==> src/ascii_integer_field_parser_defines.svh <==
// assertion macros for the ascii integer field parser
// expects clk_i and rst_ni in the scope of each use
`ifndef ASCII_INTEGER_FIELD_PARSER_DEFINES_SVH
`define ASCII_INTEGER_FIELD_PARSER_DEFINES_SVH

// antecedent and consequent in the same cycle
`define AIFP_ASSERT_SAME(lbl, ante, cons, msg) \
  lbl: assert property (@(posedge clk_i) disable iff (!rst_ni) (ante) |-> (cons)) \
    else $error(msg);

// consequent in the cycle after the antecedent
`define AIFP_ASSERT_NEXT(lbl, ante, cons, msg) \
  lbl: assert property (@(posedge clk_i) disable iff (!rst_ni) (ante) |=> (cons)) \
    else $error(msg);

`endif

==> src/aifp_pkg.sv <==
// shared types and codes for the ascii integer field parser
// no dependencies
package aifp_pkg;

  localparam int unsigned ChW   = 8;
  localparam int unsigned ValW  = 64;
  localparam int unsigned CntW  = 8;
  localparam int unsigned CfgIdxW = 2;
  localparam int unsigned CfgDataW = 8;

  localparam logic [2:0] MODE_SDEC = 3'd0;
  localparam logic [2:0] MODE_AUTO = 3'd1;
  localparam logic [2:0] MODE_OCT  = 3'd2;
  localparam logic [2:0] MODE_UDEC = 3'd3;
  localparam logic [2:0] MODE_HEX  = 3'd4;

  localparam logic [1:0] SIZE_16 = 2'd0;
  localparam logic [1:0] SIZE_32 = 2'd1;
  localparam logic [1:0] SIZE_64 = 2'd2;

  localparam logic [CfgIdxW-1:0] REG_CONV_MODE   = 2'd0;
  localparam logic [CfgIdxW-1:0] REG_SIZE_MODE   = 2'd1;
  localparam logic [CfgIdxW-1:0] REG_FIELD_WIDTH = 2'd2;

  typedef struct packed {
    logic [2:0]      conv_mode;
    logic [1:0]      size_mode;
    logic [CntW-1:0] field_width;
  } cfg_t;

  typedef struct packed {
    logic            emit;
    logic [ValW-1:0] value;
    logic            converted;
    logic            end_of_text;
  } res_t;

endpackage

==> src/aifp_cfg.sv <==
// configuration registers of the ascii integer field parser
// depends on aifp_pkg
module aifp_cfg (
  input  logic                                clk_i,
  input  logic                                rst_ni,
  input  logic                                wr_i,
  input  logic [aifp_pkg::CfgIdxW-1:0]        index_i,
  input  logic [aifp_pkg::CfgDataW-1:0]       data_i,
  output aifp_pkg::cfg_t                      cfg_o
);

  aifp_pkg::cfg_t cfg_q, cfg_d;

  always_comb begin
    cfg_d = cfg_q;
    if (wr_i) begin
      case (index_i)
        aifp_pkg::REG_CONV_MODE:   cfg_d.conv_mode   = data_i[2:0];
        aifp_pkg::REG_SIZE_MODE:   cfg_d.size_mode   = data_i[1:0];
        aifp_pkg::REG_FIELD_WIDTH: cfg_d.field_width = data_i[aifp_pkg::CntW-1:0];
        default:                   cfg_d = cfg_q;
      endcase
    end
  end

  always_ff @(posedge clk_i or negedge rst_ni) begin
    if (!rst_ni) begin
      cfg_q.conv_mode   <= aifp_pkg::MODE_SDEC;
      cfg_q.size_mode   <= aifp_pkg::SIZE_32;
      cfg_q.field_width <= '0;
    end else begin
      cfg_q <= cfg_d;
    end
  end

  assign cfg_o = cfg_q;

endmodule

==> src/aifp_core.sv <==
// field state and per-beat conversion logic of the ascii integer field parser
// depends on aifp_pkg and ascii_integer_field_parser_defines.svh
`include "ascii_integer_field_parser_defines.svh"

module aifp_core (
  input  logic                        clk_i,
  input  logic                        rst_ni,
  input  logic                        fire_i,
  input  logic [aifp_pkg::ChW-1:0]    ch_i,
  input  logic                        last_i,
  input  aifp_pkg::cfg_t              cfg_i,
  output aifp_pkg::res_t              res_o
);

  typedef enum logic [4:0] {
    PH_SKIP   = 5'b00001,
    PH_SIGN   = 5'b00010,
    PH_ZERO   = 5'b00100,
    PH_X      = 5'b01000,
    PH_DIGITS = 5'b10000
  } phase_e;

  typedef enum logic [1:0] {
    RADIX_8,
    RADIX_10,
    RADIX_16
  } radix_e;

  localparam logic [7:0] ChZero  = 8'h30;
  localparam logic [7:0] ChNine  = 8'h39;
  localparam logic [7:0] ChSeven = 8'h37;
  localparam logic [7:0] ChLowA  = 8'h61;
  localparam logic [7:0] ChLowF  = 8'h66;
  localparam logic [7:0] ChUpA   = 8'h41;
  localparam logic [7:0] ChUpF   = 8'h46;
  localparam logic [7:0] ChLowX  = 8'h78;
  localparam logic [7:0] ChUpX   = 8'h58;
  localparam logic [7:0] ChMinus = 8'h2d;
  localparam logic [7:0] ChPlus  = 8'h2b;
  localparam logic [7:0] ChSpace = 8'h20;
  localparam logic [7:0] ChTab   = 8'h09;
  localparam logic [7:0] ChCr    = 8'h0d;

  localparam int unsigned VW = aifp_pkg::ValW;
  localparam int unsigned CW = aifp_pkg::CntW;

  phase_e          phase_q, phase_d, e_phase, ph;
  radix_e          radix_q, radix_d, e_radix;
  logic            neg_q, neg_d, e_neg;
  logic [VW-1:0]   acc_q, acc_d, e_acc, prod, sdig;
  logic            seen_q, seen_d, e_seen;
  logic [CW-1:0]   fc_q, fc_d, e_fc;
  logic            stop_q, stop_d, e_stop;
  logic [2:0]      mode;
  logic            ws, done, dig_ok, sgn_mode;
  logic [3:0]      dig_val;
  aifp_pkg::res_t  res;

  function automatic logic [VW-1:0] extend(input logic [VW-1:0] v, input logic [1:0] size,
                                           input logic sgn);
    logic [VW-1:0] r;
    case (size)
      aifp_pkg::SIZE_16: r = {{(VW-16){sgn & v[15]}}, v[15:0]};
      aifp_pkg::SIZE_32: r = {{(VW-32){sgn & v[31]}}, v[31:0]};
      default:           r = v;
    endcase
    return r;
  endfunction

  always_comb begin
    mode     = (cfg_i.conv_mode > aifp_pkg::MODE_HEX) ? aifp_pkg::MODE_HEX : cfg_i.conv_mode;
    sgn_mode = (mode == aifp_pkg::MODE_SDEC) || (mode == aifp_pkg::MODE_AUTO);
    ws       = (ch_i == ChSpace) || ((ch_i >= ChTab) && (ch_i <= ChCr));

    // digit decode against the radix in force
    dig_ok  = 1'b0;
    dig_val = ch_i[3:0];
    e_radix = (phase_q == PH_SKIP) ?
              ((mode == aifp_pkg::MODE_OCT) ? RADIX_8 :
               (mode == aifp_pkg::MODE_HEX) ? RADIX_16 : RADIX_10) : radix_q;
    if ((ch_i >= ChZero) && (ch_i <= ChNine)) begin
      dig_ok = (e_radix != RADIX_8) || (ch_i <= ChSeven);
    end else if (e_radix == RADIX_16) begin
      if (((ch_i >= ChLowA) && (ch_i <= ChLowF)) || ((ch_i >= ChUpA) && (ch_i <= ChUpF))) begin
        dig_ok  = 1'b1;
        dig_val = ch_i[3:0] + 4'd9;
      end
    end

    if (phase_q == PH_SKIP) begin
      e_phase = PH_SIGN;
      e_neg   = 1'b0;
      e_acc   = '0;
      e_seen  = 1'b0;
      e_fc    = '0;
      e_stop  = 1'b0;
    end else begin
      e_phase = phase_q;
      e_neg   = neg_q;
      e_acc   = acc_q;
      e_seen  = seen_q;
      e_fc    = fc_q;
      e_stop  = stop_q;
    end

    // accumulator kept with its sign applied, so a negative field subtracts digits
    case (e_radix)
      RADIX_8:  prod = {e_acc[VW-4:0], 3'b000};
      RADIX_16: prod = {e_acc[VW-5:0], 4'b0000};
      default:  prod = {e_acc[VW-4:0], 3'b000} + {e_acc[VW-2:0], 1'b0};
    endcase
    sdig = e_neg ? ({VW{1'b0}} - {{(VW-4){1'b0}}, dig_val}) : {{(VW-4){1'b0}}, dig_val};

    phase_d = phase_q;
    radix_d = radix_q;
    neg_d   = neg_q;
    acc_d   = acc_q;
    seen_d  = seen_q;
    fc_d    = fc_q;
    stop_d  = stop_q;
    ph      = e_phase;
    done    = 1'b0;
    res     = '0;

    if (ws) begin
      if (phase_q != PH_SKIP) begin
        res.emit        = 1'b1;
        res.value       = seen_q ? extend(acc_q, cfg_i.size_mode, sgn_mode) : '0;
        res.converted   = seen_q;
        res.end_of_text = last_i;
      end
    end else begin
      phase_d = e_phase;
      radix_d = e_radix;
      neg_d   = e_neg;
      acc_d   = e_acc;
      seen_d  = e_seen;
      stop_d  = e_stop;
      fc_d    = (e_fc == {CW{1'b1}}) ? e_fc : e_fc + 1'b1;
      if (!e_stop) begin
        if (ph == PH_SIGN) begin
          if (sgn_mode && ((ch_i == ChMinus) || (ch_i == ChPlus))) begin
            neg_d   = (ch_i == ChMinus);
            phase_d = PH_ZERO;
            done    = 1'b1;
          end else begin
            ph = PH_ZERO;
          end
        end
        if (!done && (ph == PH_ZERO)) begin
          if (((mode == aifp_pkg::MODE_AUTO) || (mode == aifp_pkg::MODE_HEX)) &&
              (ch_i == ChZero)) begin
            seen_d  = 1'b1;
            radix_d = (mode == aifp_pkg::MODE_AUTO) ? RADIX_8 : e_radix;
            phase_d = PH_X;
            done    = 1'b1;
          end else begin
            ph = PH_DIGITS;
          end
        end
        if (!done && (ph == PH_X)) begin
          if ((ch_i == ChLowX) || (ch_i == ChUpX)) begin
            radix_d = RADIX_16;
            phase_d = PH_DIGITS;
            done    = 1'b1;
          end
        end
        if (!done) begin
          phase_d = PH_DIGITS;
          if (dig_ok) begin
            acc_d  = prod + sdig;
            seen_d = 1'b1;
          end else begin
            stop_d = 1'b1;
          end
        end
      end
      if (last_i || ((cfg_i.field_width != '0) && (fc_d >= cfg_i.field_width))) begin
        res.emit        = 1'b1;
        res.value       = seen_d ? extend(acc_d, cfg_i.size_mode, sgn_mode) : '0;
        res.converted   = seen_d;
        res.end_of_text = last_i;
      end
    end

    if (res.emit) begin
      phase_d = PH_SKIP;
      radix_d = RADIX_10;
      neg_d   = 1'b0;
      acc_d   = '0;
      seen_d  = 1'b0;
      fc_d    = '0;
      stop_d  = 1'b0;
    end
  end

  always_ff @(posedge clk_i or negedge rst_ni) begin
    if (!rst_ni) begin
      phase_q <= PH_SKIP;
      radix_q <= RADIX_10;
      neg_q   <= 1'b0;
      acc_q   <= '0;
      seen_q  <= 1'b0;
      fc_q    <= '0;
      stop_q  <= 1'b0;
    end else if (fire_i) begin
      phase_q <= phase_d;
      radix_q <= radix_d;
      neg_q   <= neg_d;
      acc_q   <= acc_d;
      seen_q  <= seen_d;
      fc_q    <= fc_d;
      stop_q  <= stop_d;
    end
  end

  assign res_o = res;

  `AIFP_ASSERT_NEXT(a_emit_clears, fire_i && res.emit, phase_q == PH_SKIP, "field not cleared after result")
  `AIFP_ASSERT_SAME(a_acc_needs_digit, !seen_q, acc_q == '0, "accumulator set without a digit")
  `AIFP_ASSERT_SAME(a_stop_in_digits, stop_q, phase_q == PH_DIGITS, "digits stopped outside digit phase")

endmodule

==> src/ascii_integer_field_parser.sv <==
// top level of the ascii integer field parser: input register, core, result register
// depends on aifp_pkg, aifp_cfg, aifp_core and ascii_integer_field_parser_defines.svh
//
//   channel    | dir | handshake                   | payload
//   s_axis     | in  | s_axis_tvalid/s_axis_tready | tdata = ch, tlast = last
//   m_axis     | out | m_axis_tvalid/m_axis_tready | tdata = value, tuser = converted,
//              |     |                             | tlast = end_of_text
//   cfg        | in  | cfg_valid_i/cfg_ready_o     | cfg_index_i, cfg_data_i
//
// one character per cycle while the result register is not stalled; a taken beat passes
// the input register, then the result register behind the single-pass field logic
// reset leaves the parser skipping whitespace with mode 0, 32-bit size, no width limit
// a stalled result register holds the input register, which then holds s_axis_tready low
// the config port is always ready and takes one write per cycle
`include "ascii_integer_field_parser_defines.svh"

module ascii_integer_field_parser (
  input  logic                               clk_i,
  input  logic                               rst_ni,
  input  logic                               s_axis_tvalid,
  output logic                               s_axis_tready,
  input  logic [aifp_pkg::ChW-1:0]           s_axis_tdata,   // [7:0] ch
  input  logic                               s_axis_tlast,
  output logic                               m_axis_tvalid,
  input  logic                               m_axis_tready,
  output logic [aifp_pkg::ValW-1:0]          m_axis_tdata,   // [63:0] value
  output logic [0:0]                         m_axis_tuser,   // [0] converted
  output logic                               m_axis_tlast,
  input  logic                               cfg_valid_i,
  output logic                               cfg_ready_o,
  input  logic [aifp_pkg::CfgIdxW-1:0]       cfg_index_i,
  input  logic [aifp_pkg::CfgDataW-1:0]      cfg_data_i
);

  aifp_pkg::cfg_t            cfg;
  aifp_pkg::res_t            res;
  logic                      in_valid_q;
  logic [aifp_pkg::ChW-1:0]  in_ch_q;
  logic                      in_last_q;
  logic                      out_valid_q;
  logic [aifp_pkg::ValW-1:0] out_value_q;
  logic                      out_conv_q;
  logic                      out_eot_q;
  logic                      proc_fire;
  logic                      in_take;

  assign cfg_ready_o   = 1'b1;
  assign proc_fire     = in_valid_q && (!out_valid_q || m_axis_tready);
  assign s_axis_tready = !in_valid_q || proc_fire;
  assign in_take       = s_axis_tvalid && s_axis_tready;

  aifp_cfg u_cfg (
    .clk_i   (clk_i),
    .rst_ni  (rst_ni),
    .wr_i    (cfg_valid_i),
    .index_i (cfg_index_i),
    .data_i  (cfg_data_i),
    .cfg_o   (cfg)
  );

  aifp_core u_core (
    .clk_i  (clk_i),
    .rst_ni (rst_ni),
    .fire_i (proc_fire),
    .ch_i   (in_ch_q),
    .last_i (in_last_q),
    .cfg_i  (cfg),
    .res_o  (res)
  );

  always_ff @(posedge clk_i or negedge rst_ni) begin
    if (!rst_ni) begin
      in_valid_q <= 1'b0;
    end else if (in_take) begin
      in_valid_q <= 1'b1;
    end else if (proc_fire) begin
      in_valid_q <= 1'b0;
    end
  end

  always_ff @(posedge clk_i) begin
    if (in_take) begin
      in_ch_q   <= s_axis_tdata;
      in_last_q <= s_axis_tlast;
    end
  end

  always_ff @(posedge clk_i or negedge rst_ni) begin
    if (!rst_ni) begin
      out_valid_q <= 1'b0;
    end else if (proc_fire && res.emit) begin
      out_valid_q <= 1'b1;
    end else if (m_axis_tready) begin
      out_valid_q <= 1'b0;
    end
  end

  always_ff @(posedge clk_i) begin
    if (proc_fire && res.emit) begin
      out_value_q <= res.value;
      out_conv_q  <= res.converted;
      out_eot_q   <= res.end_of_text;
    end
  end

  assign m_axis_tvalid   = out_valid_q;
  assign m_axis_tdata    = out_value_q;
  assign m_axis_tuser[0] = out_conv_q;
  assign m_axis_tlast    = out_eot_q;

  `AIFP_ASSERT_SAME(a_stall_means_full, !s_axis_tready, in_valid_q && out_valid_q && !m_axis_tready, "input stalled without a blocked result")
  `AIFP_ASSERT_SAME(a_result_from_beat, $rose(m_axis_tvalid), $past(proc_fire), "result without a processed beat")

endmodule
==> config.mk <==
export PLATFORM = sky130hd
export DESIGN_NAME = ascii_integer_field_parser
export DESIGN_NICKNAME = d
export VERILOG_FILES = /design/src/aifp_pkg.sv /design/src/aifp_cfg.sv /design/src/aifp_core.sv /design/src/ascii_integer_field_parser.sv
export VERILOG_INCLUDE_DIRS = /design/src /design/src/src
export SDC_FILE = /design/constraint.sdc
export NUM_CORES = 1
export LEC_CHECK = 0
export BUFFER_PORTS_ARGS = -buffer_cell sky130_fd_sc_hd__clkbuf_2
export CAP_MARGIN = 20
export CORE_UTILIZATION = 30
export DETAILED_ROUTE_END_ITERATION = 16
export GPL_ROUTABILITY_DRIVEN = 1
export HOLD_SLACK_MARGIN = 0.1
export PLACE_DENSITY_LB_ADDON = 0.25
export SLEW_MARGIN = 15
export SYNTH_ARGS = -nofsm -noshare
export SYNTH_HDL_FRONTEND = slang
export SYNTH_SLANG_ARGS = --single-unit
==> constraint.sdc <==
create_clock -name clk_i -period 10.5 [get_ports clk_i]
set_input_delay 0.525 -clock clk_i [delete_from_list [all_inputs] [get_ports clk_i]]
set_output_delay 0.525 -clock clk_i [all_outputs]
set_load 0.02 [all_outputs]
# Yosys cells after proc, flatten, opt, wreduce, memory -nomap -nowiden
# Cells that the tools add are included.
# classes
n_lt_le_gt_ge,11
div,0
n_addsub,5
n_eq_ne,20
reduce_logical,38
bitwise,4
n_mux,94
n_shift,0
multipliers,0
# op_table
operator,count
2-to-1 mux 64 bit,10
one-hot mux 64 bit (2 select lines),3
2-to-1 mux 67 bit,3
adder 64 bit,2
2-to-1 mux 5 bit,19
2-to-1 mux 1 bit,40
equality test 8 x 6 -> 1 bit (second input constant),4
2-to-1 mux 8 bit,4
2-to-1 mux 2 bit,11
equality test 8 x 7 -> 1 bit (second input constant),2
greater-or-equal comparator 8 x 7 -> 1 bit (second input constant),2
<= comparator 8 x 6 -> 1 bit (second input constant),2
<= comparator 8 x 7 -> 1 bit (second input constant),2
logical AND 1 bit,12
2-to-1 mux 4 bit,3
logical OR 1 bit,10
adder 8 x 1 -> 8 bit (second input constant),1
equality test 8 bit (second input constant),1
greater-or-equal comparator 8 x 4 -> 1 bit (second input constant),1
greater-or-equal comparator 8 x 6 -> 1 bit (second input constant),1
greater-or-equal comparator 8 bit,1
<= comparator 8 x 4 -> 1 bit (second input constant),1
AND reduction 2 bit,4
nonzero test 8 bit,1
other kinds (20),32
# totals
romBits,0
latchBits,0
ram_bits,0
output_inout_bits,69
mem_count,0
word_cells,189
inputBits,24
register_bits,172

# Logic depth before layout (Yosys ltp)
# logic_depth
ltp_word,29
ltp_mapped,37
ltp_nobuf,29

# By module
# Synthesis repeated with hierarchy kept, for this count alone.
# unflattened
hier_cells,2273
hier_area_um2,17862.1
# by_module_without_submodules
module,cells_each,instances,area_per_inst_um2
aifp_core,2157,1,14968.1
ascii_integer_field_parser,87,1,2374.8
aifp_cfg,29,1,519.2

# Worst setup path after synthesis
# No wires, ideal clock.
# synth_path
kind,flip-flop to flip-flop
start,reg u_core.phase_q[0]
end,"reg out_value_q, in the netlist m_axis_tdata[57], data pin"
n_path_buf,8
path_stages_with_launch,36
setup_ns,0.261
period_less_slack_ns,7.356
arrival_time_ns,7.096
required_ns,10.239
setup_slack_ns,3.144
cell_sequence,dfstp_2 -> nor2b_2 -> buf_4 -> nand2_2 -> clkbuf_1 -> clkbuf_1 -> clkbuf_1 -> clkbuf_1 -> clkbuf_1 -> nand2_1 -> inv_1 -> ha_1 -> ha_1 -> o21ai_0 -> o22ai_1 -> a41oi_1 -> or2_2 -> nor4_1 -> mux2i_1 -> mux2i_1 -> xnor2_1 -> a21oi_1 -> nor2_1 -> ha_1 -> clkbuf_1 -> nand2_1 -> or3_1 -> o21ba_2 -> o21a_2 -> xnor2_1 -> a221o_1 -> a31o_1 -> and2_1 -> buf_6 -> a31o_1 -> a221o_1
# synth_lines
element,line_no,text
"start, declared",aifp_core.sv:47,"phase_e phase_q, phase_d, e_phase, ph;"
"start signal, assigned",aifp_core.sv:207,phase_q <= phase_d;
"end signal, assigned",ascii_integer_field_parser.sv:100,out_value_q <= res.value;
"end, declared",ascii_integer_field_parser.sv:41,logic [aifp_pkg::ValW-1:0] out_value_q;

==> impl_metrics.yaml <==
outcome:
  status: "finished, final reports clean"
pwr:
  powerDensity_nw_per_um2: 143
  totalPowerFinal_mw: 2.84
  leakage_nw: 7.87
  peakVddDrop_uv: 141
synth:
  netlist_area_um2: 18300
  synth-xor-area-share: 0.0633
  synth-edff-count: 75
  synth_simple_gate_area_frac: 0.200
  syn_area_per_cell_um2: 7.64
  synth_top_family_by_area: "compound AO/OA/AOI/OAI gates"
  async_flop_share: 0.564
  synthFlopType: "dfrtp_1"
  synth_compound_area_frac: 0.323
  synth_top_area_frac: 0.129
  seq_area_frac_synth: 0.256
  synth_fp_nets: 2523
  yosysWarnings: 0
  yosys.area.top_type: "dfrtp_1"
  synthTopCellsByArea: "dfrtp_1 13%, edfxtp_1 12%, ha_1 7.3%, a21oi_1 6.6%, nand2_1 6.1%"
  syn_inst: 2391
  synth_seq_cells: 172
  synth_cell_types: 99
  muxShareOfSynthArea: 0.0221
  synth_fa_ha_area_frac: 0.0783
hold_path:
  min_path_type: "input port to register"
place:
  dpl.hpwl_mm: 51.1
  numPlacedInstances: 3107
  numPortBuffers: 91
  globalplace.congestion: 0.959
die:
  die-height_um: 249
  num_rows: 90
  die-area_um2: 61900
  core_area_um2: 60200
  dieWidth_um: 249
  start_util: 0.303
  ios: 93
setup_path:
  worst_path_most_repeated_cell: "ha_1"
  critPathMaxFanout: 12
  startpoint_type: "register"
  cp.arrival_ns: 8.57
  cp_data_required_time_ns: 10.78
  critical_path_buf_inv_count: 2
  slowest_delay_ns: 0.60
  critPathCaptureType: "register"
  critical_path_class: "register to register"
  cpLargestDelayFamily: "compound AO/OA/AOI/OAI gates"
  slowest_stage: "nor2b_2"
  ff2ff_setup_slack_ns: 2.20
global_route:
  grt_pass1_vias: 17746
  grt_antenna_before_repair: 1
  grt_overflow_total: 0
  grt_max_degree: 66
  grt_pass1_wl_mm: 108
  grt_usage: 0.225
timing:
  worstMarginPinSlew_ns: 1.00
  slew_viol_final: 0
  fin_skew_ns: 0.0208
  fin_crit_ns: 8.30
  finalSetupViolations: 0
  timing.slew.headroom: 0.328
  rsz0062_at_grt: "false"
  setup_tns_ns: 0
  fmax_mhz: 121
  hold_viol_final: 0
  finalCritPeriodShare: 0.790
clock_network:
  tritoncts: "done"
  cts.sinks: 172
  cts-resized-gates: 0
  cts_root_buf: "clkbuf_16"
  cts-buffers-inserted: 17
  clk_latency_ns: 0.52
  clk_pin_slew_ns: 0.08
  cts_max_level: 4
  cts_buffer_depth: 2
cells_and_area:
  drive_gt1_frac: 0.0963
  nets: 2477
  syn_to_final_growth_pct: 8.60
  final_common_cell: "nand2_1"
  fillCellCount: 6345
  diodes: 0
  final_cells: 3140
  layout.cells.most_common_list: "297 x nand2_1, 240 x a21oi_1, 207 x o21ai_0, 146 x nor2_1, 107 x ha_1"
flow_run:
  maxCapViolations: 0
drt:
  wl_per_cell_um: 22.4
  drc: 0
  vias: 18628
  firstDrtPassIters: 5
  via_per_inst: 5.93
  wl_mm: 70.3
  postRouteAntennaNets: 0
  drt_iter0_drc: 1609
==> where the power goes <==
part,switching (mW),internal (mW),total (mW)
registers,0.0743,0.765,0.839
clock network,0.342,0.317,0.658
logic,0.975,0.364,1.34
==> metal layers <==
metal  GRT usage  part of all wire  routed length (um)
met1       0.315              0.47               32800
met2       0.349              0.44               31100
met3      0.0346             0.064                4510
met4      0.0772             0.027                1890
met5           0                 0                   0
==> what timing repair did <==
action                    in CTS  in global routing
hold buffers                   1                  0
setup buffers                  0                  0
hold endpoints to repair      32                  0
==> worst register-to-register path: cells and delay by family (launching register included) <==
| kind | cells | cell delay [ns] |
|---|---|---|
| AO/OA/AOI/OAI | 17 | 4.47 |
| AND/OR/NAND/NOR | 5 | 1.46 |
| adder cells (fa/ha/maj) | 3 | 0.79 |
| flip-flops | 1 | 0.59 |
| buffers and inverters | 2 | 0.39 |
| XOR/XNOR | 2 | 0.36 |
==> metrics by stage <==
stage / hold slack [ns] / util / worst slack (ns) / instance area, um2
after floorplan: 0.229 / - / 3.14 / 18300
after global placement: 0.463 / 0.319 / 1.89 / 19200
after detailed placement: 0.471 / 0.319 / 2.37 / 19200
after CTS: 0.149 / 0.329 / 2.35 / 19800
after global routing: 0.167 / 0.329 / 1.83 / 19800
final: 0.190 / 0.329 / 2.20 / 19800
==> cell usage after synthesis, types with 16 or more instances <==
cell,count
and3_1,23
o211ai_1,26
mux2_2,19
nor2_1,150
nand3_1,54
o21ai_1,24
nor3_1,43
inv_1,64
edfxtp_1,75
a22o_1,50
a21oi_1,240
nor2b_1,18
nor4_1,16
a221oi_1,18
nand4_1,31
and2_1,39
a221o_1,18
o22ai_1,42
xor2_1,41
mux2i_1,19
o21a_1,19
o21bai_1,21
o31ai_1,16
buf_2,32
a211oi_1,37
a21o_1,57
dfrtp_1,94
ha_1,107
clkbuf_1,136
o21ai_0,207
a31oi_1,27
nand2_1,297
buf_1,18
xnor2_1,91
nand2b_1,24
==> path summary, 6_finish.rpt <==
path                                        start               end  cells past startpoint
worst max-delay path            u_core.phase_q[0]  m_axis_tdata[60]                     29
min in group asynchronous                  rst_ni  u_core.acc_q[16]                      2
worst min register to register       u_core.neg_q      u_core.neg_q                      2
max in group asynchronous                  rst_ni  u_core.acc_q[41]                      3
worst min-delay path              s_axis_tdata[6]        in_ch_q[6]                      1
worst max register to register  u_core.phase_q[0]  m_axis_tdata[60]                     29
==> state kept, by name, indices dropped and copies added, names as in the netlist <==
| name | count |
|---|---|
| u_core.stop_q | 1 |
| u_core.radix_q | 2 |
| in_valid_q | 1 |
| u_core.phase_q | 5 |
| u_core.seen_q | 1 |
| in_last_q | 1 |
| u_core.fc_q | 8 |
| m_axis_tuser | 1 |
| u_core.neg_q | 1 |
| in_ch_q | 8 |
| u_cfg.cfg_o | 13 |
| m_axis_tlast | 1 |
| m_axis_tdata | 64 |
| m_axis_tvalid | 1 |
| u_core.acc_q | 64 |
==> area by class of cell <==
class                   instances  area [um2]  area share
clock inverters                14         144     0.00726
inverters                      64         241      0.0122
clock buffers                  18         429      0.0216
well taps                     782         978      0.0493
repair buffers                127         741      0.0374
flip-flops and latches        172        4680       0.236
multi-input cells            1963       12600       0.636
==> kinds of logic after synthesis <==
group                    count (synthesis)
multiplexers                            38
AO/OA/AOI/OAI                          912
adder cells (fa/ha/maj)                115
AND/OR/NAND/NOR                        765
other                                    1
buffers and inverters                  256
flip-flops                             172
XOR/XNOR                               132
Note: power is estimated with default switching activity, not from simulation.
